===== src/hdl/kpq_pkg.sv =====
// Shared key codes, limits and the accumulator state type for the keypad parser.
`timescale 1ns / 1ps

package kpq_pkg;

    localparam logic [7:0] KEY_ENTER = 8'h23;
    localparam logic [7:0] KEY_STAR  = 8'h2A;
    localparam logic [7:0] KEY_ZERO  = 8'h30;
    localparam logic [7:0] KEY_NINE  = 8'h39;

    localparam logic [9:0] INT_MAX_ACC = 10'd1023;
    localparam logic [9:0] Q_MAX_MAG   = 10'd512;

    // floor(g * 256 / 100) equals (g * FRAC_RECIP) >> FRAC_SHIFT for g in 0..99.
    localparam logic [12:0] FRAC_RECIP = 13'd5243;
    localparam int          FRAC_SHIFT = 11;

    typedef struct packed {
        logic [9:0] integer_part;
        logic [6:0] fraction_part;
        logic [1:0] fraction_digits;
        logic       negative_flag;
        logic       point_seen;
        logic       digit_seen;
    } kpq_state_t;

endpackage


===== src/hdl/kpq_accum.sv =====
// Entry state registers and their per-key update.
`timescale 1ns / 1ps

module kpq_accum (
    input  logic              clk,
    input  logic              rst_n,
    input  logic              enable,
    input  logic [7:0]        key,
    output kpq_pkg::kpq_state_t state
);

    kpq_pkg::kpq_state_t state_reg;
    kpq_pkg::kpq_state_t state_next;

    logic [3:0]  digit;
    logic [13:0] int_wide;
    logic [6:0]  frac_new;

    always_comb
    begin
        digit      = 4'(key - kpq_pkg::KEY_ZERO);
        int_wide   = 14'(state_reg.integer_part) * 14'd10 + 14'(digit);
        frac_new   = 7'(state_reg.fraction_part * 7'd10 + 7'(digit));
        state_next = state_reg;
        case (key)
            kpq_pkg::KEY_ENTER:
            begin
                state_next = '0;
            end
            kpq_pkg::KEY_STAR:
            begin
                if (!state_reg.digit_seen && !state_reg.negative_flag)
                begin
                    state_next.negative_flag = 1'b1;
                end
                else if (state_reg.digit_seen && !state_reg.point_seen)
                begin
                    state_next.point_seen = 1'b1;
                end
            end
            default:
            begin
                if (key inside {[kpq_pkg::KEY_ZERO:kpq_pkg::KEY_NINE]})
                begin
                    state_next.digit_seen = 1'b1;
                    if (state_reg.point_seen)
                    begin
                        if (state_reg.fraction_digits < 2'd2)
                        begin
                            state_next.fraction_part   = frac_new;
                            state_next.fraction_digits = state_reg.fraction_digits + 2'd1;
                        end
                    end
                    else if (int_wide > 14'(kpq_pkg::INT_MAX_ACC))
                    begin
                        state_next.integer_part = kpq_pkg::INT_MAX_ACC;
                    end
                    else
                    begin
                        state_next.integer_part = int_wide[9:0];
                    end
                end
            end
        endcase
    end

    always_ff @(posedge clk or negedge rst_n)
    begin
        if (!rst_n)
        begin
            state_reg <= '0;
        end
        else if (enable)
        begin
            state_reg <= state_next;
        end
    end

    assign state = state_reg;

endmodule


===== src/hdl/kpq_compose.sv =====
// Converts the entry state into a clamped signed Q8.8 value.
`timescale 1ns / 1ps

module kpq_compose (
    input  kpq_pkg::kpq_state_t state,
    output logic signed [10:0]  value
);

    logic [6:0]  frac_cents;
    logic [19:0] frac_prod;
    logic [7:0]  frac_q8;
    logic [17:0] magnitude;
    logic [9:0]  mag_sat;
    logic [10:0] mag_ext;

    always_comb
    begin
        // A single fraction digit is scaled to hundredths so one reciprocal serves both cases.
        if (state.fraction_digits == 2'd1)
        begin
            frac_cents = 7'(state.fraction_part * 7'd10);
        end
        else
        begin
            frac_cents = state.fraction_part;
        end
        frac_prod = 20'(frac_cents) * 20'(kpq_pkg::FRAC_RECIP);
        if (state.fraction_digits == 2'd0)
        begin
            frac_q8 = 8'd0;
        end
        else
        begin
            frac_q8 = frac_prod[kpq_pkg::FRAC_SHIFT +: 8];
        end
        magnitude = {state.integer_part, 8'd0} + 18'(frac_q8);
        if (magnitude > 18'(kpq_pkg::Q_MAX_MAG))
        begin
            mag_sat = kpq_pkg::Q_MAX_MAG;
        end
        else
        begin
            mag_sat = magnitude[9:0];
        end
        mag_ext = {1'b0, mag_sat};
        if (state.negative_flag)
        begin
            value = $signed(11'd0 - mag_ext);
        end
        else
        begin
            value = $signed(mag_ext);
        end
    end

endmodule


===== src/hdl/keypad_decimal_to_q8_8_parser.sv =====
// Top level of the keypad decimal entry parser with Q8.8 output.
`timescale 1ns / 1ps

// Accepts one keypad code per cycle. A key is captured in an input register and
// from there applied to the entry state. On '#' the composed value is loaded
// into the result register as the '#' leaves the input register. Digits, stars
// and ignored codes never wait. A '#' waits only while the result register
// still holds an earlier value that the consumer stalls, so the sustained rate
// is one key per cycle whenever the output side keeps up.
module keypad_decimal_to_q8_8_parser (
    input  logic               clk,
    input  logic               rst_n,
    input  logic [7:0]         key_code,
    input  logic               key_valid,
    output logic               key_stall,
    output logic signed [10:0] value_q88,
    output logic               value_valid,
    input  logic               value_stall
);

    logic [7:0]         key_reg;
    logic               key_valid_reg;
    logic signed [10:0] value_reg;
    logic               value_valid_reg;

    logic               is_enter;
    logic               stage_go;
    logic signed [10:0] composed;

    kpq_pkg::kpq_state_t entry_state;

    assign is_enter  = (key_reg == kpq_pkg::KEY_ENTER);
    assign stage_go  = key_valid_reg && (!is_enter || !value_valid_reg || !value_stall);
    assign key_stall = key_valid_reg && !stage_go;

    kpq_accum u_accum (
        .clk    (clk),
        .rst_n  (rst_n),
        .enable (stage_go),
        .key    (key_reg),
        .state  (entry_state)
    );

    kpq_compose u_compose (
        .state (entry_state),
        .value (composed)
    );

    always_ff @(posedge clk or negedge rst_n)
    begin
        if (!rst_n)
        begin
            key_valid_reg <= 1'b0;
        end
        else if (!key_stall)
        begin
            key_valid_reg <= key_valid;
        end
    end

    always_ff @(posedge clk)
    begin
        if (!key_stall && key_valid)
        begin
            key_reg <= key_code;
        end
    end

    always_ff @(posedge clk or negedge rst_n)
    begin
        if (!rst_n)
        begin
            value_valid_reg <= 1'b0;
        end
        else if (stage_go && is_enter)
        begin
            value_valid_reg <= 1'b1;
        end
        else if (!value_stall)
        begin
            value_valid_reg <= 1'b0;
        end
    end

    always_ff @(posedge clk)
    begin
        if (stage_go && is_enter)
        begin
            value_reg <= composed;
        end
    end

    assign value_q88   = value_reg;
    assign value_valid = value_valid_reg;

    a_value_range : assert property (@(posedge clk) disable iff (!rst_n)
        value_valid |-> (value_q88 >= -11'sd512) && (value_q88 <= 11'sd512))
        else $error("result outside the Q8.8 clamp range");

    a_clear_on_enter : assert property (@(posedge clk) disable iff (!rst_n)
        (stage_go && is_enter) |=> (entry_state == '0))
        else $error("entry state not cleared after enter");

    a_fraction_bound : assert property (@(posedge clk) disable iff (!rst_n)
        (entry_state.fraction_digits <= 2'd2) && (entry_state.fraction_part <= 7'd99))
        else $error("fraction accumulator out of range");

    a_stall_cause : assert property (@(posedge clk) disable iff (!rst_n)
        key_stall |-> (is_enter && value_valid_reg && value_stall))
        else $error("input stalled without a blocked enter");

endmodule


===== config.mk =====
export PLATFORM = sky130hd
export DESIGN_NAME = keypad_decimal_to_q8_8_parser
export DESIGN_NICKNAME = d
export VERILOG_FILES = /design/src/hdl/kpq_pkg.sv /design/src/hdl/kpq_accum.sv /design/src/hdl/kpq_compose.sv /design/src/hdl/keypad_decimal_to_q8_8_parser.sv
export SDC_FILE = /design/constraint.sdc
export NUM_CORES = 1
export LEC_CHECK = 0
export BUFFER_PORTS_ARGS = -buffer_cell sky130_fd_sc_hd__buf_2
export CAP_MARGIN = 40
export CORE_MARGIN = 4
export CORE_UTILIZATION = 40
export CTS_CLUSTER_DIAMETER = 60
export DETAILED_ROUTE_END_ITERATION = 8
export PLACE_DENSITY_LB_ADDON = 0.05
export SLEW_MARGIN = 10
export SYNTH_ARGS = -nofsm -noshare
export SYNTH_HDL_FRONTEND = slang
export SYNTH_SLANG_ARGS = --single-unit

===== constraint.sdc =====
create_clock -name clk -period 7.47 [get_ports clk]
set_input_delay 0.3735 -clock clk [delete_from_list [all_inputs] [get_ports clk]]
set_output_delay 0.3735 -clock clk [all_outputs]
set_load 0.03 [all_outputs]

After elaboration in Yosys (flattened, before gate mapping)
Cells that the tools add are included.
Widths: inputs -> output; s select.
{"block": "totals", "regBits": 43, "input_bits": 12, "out_inout_bits": 13, "wordCells": 79}
{"block": "op_classes", "addsub": 6, "multipliers": 3, "order_cmp": 5, "eq_ne": 8, "n_mux": 18, "bitwise": 1, "n_reduce_logical": 27}
{"op": "$mux 10", "count": 4}
{"op": "$pmux 19 s2", "count": 1}
{"op": "$mul 7x13->19 const B", "count": 1}
{"op": "$mux 19", "count": 1}
{"op": "$add 18x8->18", "count": 1}
{"op": "$gt 18x10->1 const B", "count": 1}
{"op": "$mux 9", "count": 2}
{"op": "$eq 8x6->1 const B", "count": 2}
{"op": "$add 14x4->14", "count": 1}
{"op": "$gt 14x10->1 const B", "count": 1}
{"op": "$mul 10x3->13 const B", "count": 1}
{"op": "$sub 1x10->11 const A", "count": 1}
{"op": "$ge 8x6->1 const B", "count": 1}
{"op": "$le 8x6->1 const B", "count": 1}
{"op": "$logic_not 1->1", "count": 8}
{"op": "$mux 8", "count": 1}
{"op": "$reduce_and 4->1", "count": 2}
{"op": "$reduce_bool 2->1", "count": 4}
{"op": "$add 7x4->7", "count": 1}
{"op": "$logic_and 1x1->1", "count": 7}
{"op": "$mul 7x3->6 const B", "count": 1}
{"op": "$mux 7", "count": 1}
{"op": "$mux 1", "count": 6}
{"op": "$ne 2x1->1 const B", "count": 3}
{"op": "other kinds (12)", "count": 15}

Longest topological paths before layout
{"block": "depth", "word_depth": 9, "depth_mapped": 28, "depth_no_buf": 27}

Hierarchy
From an unflattened synthesis, not the netlist that was laid out.
{"block": "unflattened", "hier_cells": 484, "area_unflattened_um2": 4870.9}
{"mod": "kpq_compose", "n_inst": 1, "cells_per_inst": 259, "area_each_um2": 2228.4, "seq_area_each_um2": 0.0}
{"mod": "kpq_accum", "n_inst": 1, "cells_per_inst": 191, "area_each_um2": 1926.8, "seq_area_each_um2": 550.5}
{"mod": "keypad_decimal_to_q8_8_parser", "n_inst": 1, "cells_per_inst": 34, "area_each_um2": 715.7, "seq_area_each_um2": 620.6}

Worst setup path before layout
Ideal clock, no wire load.
{"block": "synth_path", "path_type": "reg-to-reg", "startpoint": "register u_accum.state_reg, in the netlist u_accum.state[6]", "endpoint": "register value_reg[8] (netlist: value_q88[8]), data pin", "setup_time_ns": 0.254, "arrival_time_ns": 7.052, "t_required_ns": 7.216, "slack_ns": 0.164, "stages_incl_launch_ff": 27, "path_buffers": 0, "period_less_slack_ns": 7.306, "path_cell_list": "dfrtp_1 ha_1 ha_1 fa_1 xnor2_1 xnor2_1 a21oi_1 fa_1 fa_1 inv_1 fa_1 fa_1 ha_1 a211oi_1 nor2_1 or3_4 or4b_4 o211a_4 and4_4 a31oi_4 or3_1 ha_1 inv_1 a31oi_1 nand4_1 a32oi_1 a21bo_1"}
{"block": "synth_via", "elab_chain_cells": 9}
{"item": "start: declaration", "line": "kpq_accum.sv:12", "text": "kpq_pkg::kpq_state_t state_reg;"}
{"item": "start signal: assignment", "line": "kpq_accum.sv:75", "text": "state_reg <= state_next;"}
{"item": "$mul 7x3->6", "line": "kpq_compose.sv:21", "text": "frac_cents = 7'(state.fraction_part * 7'd10);"}
{"item": "$mux 7 (*)", "line": "kpq_compose.sv:19", "text": "if (state.fraction_digits == 2'd1)"}
{"item": "$mul 7x13->19 (*)", "line": "kpq_compose.sv:27", "text": "frac_prod = 20'(frac_cents) * 20'(kpq_pkg::FRAC_RECIP);"}
{"item": "$mux 8 (*)", "line": "kpq_compose.sv:28", "text": "if (state.fraction_digits == 2'd0)"}
{"item": "$add 18x8->18 (*)", "line": "kpq_compose.sv:36", "text": "magnitude = {state.integer_part, 8'd0} + 18'(frac_q8);"}
{"item": "$gt 18x10->1", "line": "kpq_compose.sv:37", "text": "if (magnitude > 18'(kpq_pkg::Q_MAX_MAG))"}
{"item": "$mux 10 (*)", "line": "kpq_compose.sv:37"}
{"item": "$sub 1x10->11", "line": "kpq_compose.sv:48", "text": "value = $signed(11'd0 - mag_ext);"}
{"item": "$mux 10 (*)", "line": "kpq_compose.sv:46", "text": "if (state.negative_flag)"}
{"item": "named net composed[8]", "line": "keypad_decimal_to_q8_8_parser.sv:28", "text": "logic signed [10:0] composed;"}
{"item": "end signal: assignment", "line": "keypad_decimal_to_q8_8_parser.sv:89", "text": "value_reg <= composed;"}
{"item": "end: declaration", "line": "keypad_decimal_to_q8_8_parser.sv:23", "text": "logic signed [10:0] value_reg;"}
Mark *: on every way through the listed nets, which the timed path passes. The rest lies on a longest branch.
A chain may end at the register's enable or synchronous reset.

Final worst setup path
{"block": "layout_path", "startpoint": "register u_accum.state_reg, in the netlist u_accum.state[8]", "endpoint": "register value_reg[8] (netlist: value_q88[8]), data pin"}
The elaborated chain is that of the path after synthesis.

==> summary.md <==
| Metric | Value |
|---|---|
| YS warnings | 0 |
| Syn_nets | ~570 |
| Met3 GRT Util | under 10% |
| Rel. slew slack | between 40% and 50% |
| GRT overflow | 0 |
| TritonCTS buffer count | 5 |
| Worst setup EP type | flop |
| Hold buffer count at cts | 0 |
| R2R Path End | value_q88[8]$_DFFE_PP_ |
| H-tree lvl count | 2 |
| Syn Inst Count | roughly 470 |
| Input/output buffers | 24 |
| Die width | 116 um |
| Status | complete, no violations |
| HP Class | input pin to async pin |
| DR WL/cell | around 16 um |
| Rows | 39 |
| Max reg flops | 22 |
| Area delta synth->final | 13.35% |
| Number of flops mapped to enable cells by yosys | 19 |
| Main flop type after synthesis | dfrtp_1 |
| Post-Syn Area | between 4000 and 5000 sq um |
| DRC Markers | 0 |
| First drt pass iteration count | 4 |
| Flops & latches, synth | between 40 and 50 |
| Tmin final | a little over 7000 ps |
| Share of synthesized flip-flops with an asynchronous set or reset | 55.81% |
| Layout cell share with drive strength beyond 1 | approximately 18% |
| Synth top cells by count | ha_1 (76), inv_1 (43), nor2_1 (33) |
| Placed cells | 640 |
| CP Data Required Time | around 7500 ps |
| Initial drt markers | 108 |
| Arrival @ worst endpoint | a little over 7000 ps |
| Most used cell, CP | fa_1 |
| Largest buffer count on any clock path | 2 |
| Tot Pwr | roughly 1500 uW |
| Tcrit/Tclk final | between 90 and 100% |
| Leak Pwr | about 0.0025 uW |
| Hold_ws | about 65 ps |
| DR vias/cell | approximately 5.5 |
| Clk_lat worst skew | 290 ps |
| Pins Over Slew Limit | 0 |
| Yosys top cell by area | ha_1 |
| Antenna cells | 0 |
| Register area share after synthesis | about a quarter |
| Initial antenna violation count | 0 |
| Final setup skew | about 5.2 ps |
| Die H | 116 um |
| Initial Util | slightly above 40% |
| # IOs | 25 |
| FF-to-FF path depth | 27 |
| Post-DRT Antenna Nets | 0 |
| Worst-margin pin slew | between 700 and 800 ps |
| Yosys top cell area share | about a fifth |
| Fmax | ~0.14 GHz |
| Root Buffer Master | clkbuf_16 |
| Num Clock Sinks | 43 |
| Yosys cell types | 74 |
| Syn_area_per_cell | between 10 and 15 sq um |
| Core box area | 11420 sq um |
| First-pass GRT wire length | ~18000 um |
| Startpoint types | flop |
| Largest net degree at the start of global routing | 25 |
| Critical path fanouts, max | 6 |
| TritonCTS clock tree | done |
| Total Routing Usage GR | 16.39% |
| Max VDD drop | 0.2684 mV |
| R2R setup slack | roughly 320 ps |
| Vias in the first global route | roughly 3700 |
| Gpl congestion | 0.8368 |
| Synth top area cells | ha_1 (20%), dfrtp_1 (13%), edfxtp_1 (12%) |
| Final #Nets | 618 |
| Power per cell area | 289.5 nW/um^2 |
| DR vias | between 3000 and 4000 |
| HPWL Detailed | roughly 8400 um |
| Max_cap viols | 0 |
| M2 GR Usage | 28.12% |
| RSZ-0062 raised after global routing | false |
| Final Hold Fails | 0 |
| Die ar. | between 10000 and 15000 sq um |
| Most Used Layer, Global Route | met2 |
| Non-Filler Instances | approximately 650 |
| Grt met1 use | between 20% and 30% |
| Reg clk slew, reported paths | 60 ps |
| Final setup fails | 0 |
| Crit Path Class | flop to flop |
| Slowest library cell on the worst path | fa_1 |
| Count leader, synth | ha_1 |
| Worst r2r src | u_accum.state[8]$_DFFE_PN0P_ |
| Routed wire length | slightly above 10000 um |
| Crit path largest cell delay | between 500 and 600 ps |
| Setup_tns | 0 ps |
-- report_power, final --
group	switching (uW)	total [uW]	leakage, uW	internal (uW)
registers	53.4	336	0.000482	282
clock network	95.4	219	0.0000658	123
logic	536	977	0.00199	441
total	685	1530	0.00254	846
-- how the worst max path moves through the flow --
stage          cells past startpoint                     end                    startpoint
2_1_floorplan                     26  value_q88[8]$_DFFE_PP_  u_accum.state[6]$_DFFE_PN0P_
3_5_place_dp                      27  value_q88[8]$_DFFE_PP_  u_accum.state[8]$_DFFE_PN0P_
4_1_cts                           26  value_q88[8]$_DFFE_PP_  u_accum.state[8]$_DFFE_PN0P_
5_1_grt                           27  value_q88[8]$_DFFE_PP_  u_accum.state[8]$_DFFE_PN0P_
3_3_place_gp                      26  value_q88[8]$_DFFE_PP_  u_accum.state[8]$_DFFE_PN0P_
6_report                          27  value_q88[8]$_DFFE_PP_  u_accum.state[8]$_DFFE_PN0P_
-- critical path, delay by kind of cell (launching register included) --
family,cells,cell delay (ps)
AO/OA/AOI/OAI,7,1130
AND/OR/NAND/NOR,6,1450
buffers and inverters,3,260
XOR/XNOR,2,350
adder cells (fa/ha/maj),9,3310
flip-flops,1,420
-- per-stage QoR --
stage	utilization [%]	setup slack, ps	cell area, sq um
6_report	46.32	322.4	5289
5_1_grt	46.32	3.135	5289
4_1_cts	45.35	48.41	5179
3_5_place_dp	44.05	-26.00	5030
3_3_place_gp	44.01	125.7	5025
2_1_floorplan	-	164.0	4666
-- area by class of cell --
type	instances	area (sq um)
clock buffers	5	125.1
clock inverters	3	20.02
fillers	1062	6130
inverters	43	161.4
multi-input cells	373	3372
flip-flops and latches	43	1171
well taps	143	178.9
repair buffers	43	260.3
-- per-layer routing --
metal  part of all wire, %  vias up
met5                     0        -
met4                   1.1        0
met3                   2.2        8
met2                    49       41
met1                    48     1750
li1                      -     1811
-- placed cells by master (no fill, tap or decap), drive strengths merged, types with 15 or more instances in the layout --
cell    instances
o21ai          17
xnor2          15
nand2          29
nor2           33
buf            43
edfxtp         19
inv            43
a21oi          28
ha             76
dfrtp          24
fa             21
-- logic make-up after synthesis --
family                   synth area share, %
AO/OA/AOI/OAI                          19.39
multiplexers                           2.816
buffers and inverters                  4.264
adder cells (fa/ha/maj)                29.39
AND/OR/NAND/NOR                        14.16
flip-flops                             25.10
XOR/XNOR                               4.881
-- repair_timing --
| action | CTS | global route |
|---|---|---|
| pin swaps | 0 | 11 |
| gates resized for setup | 1 | 16 |
| gates cloned | 0 | 0 |
| buffers inserted | 0 | 5 |
| setup endpoints to repair | 1 | 5 |
Note: power is estimated with default switching activity, not from simulation.
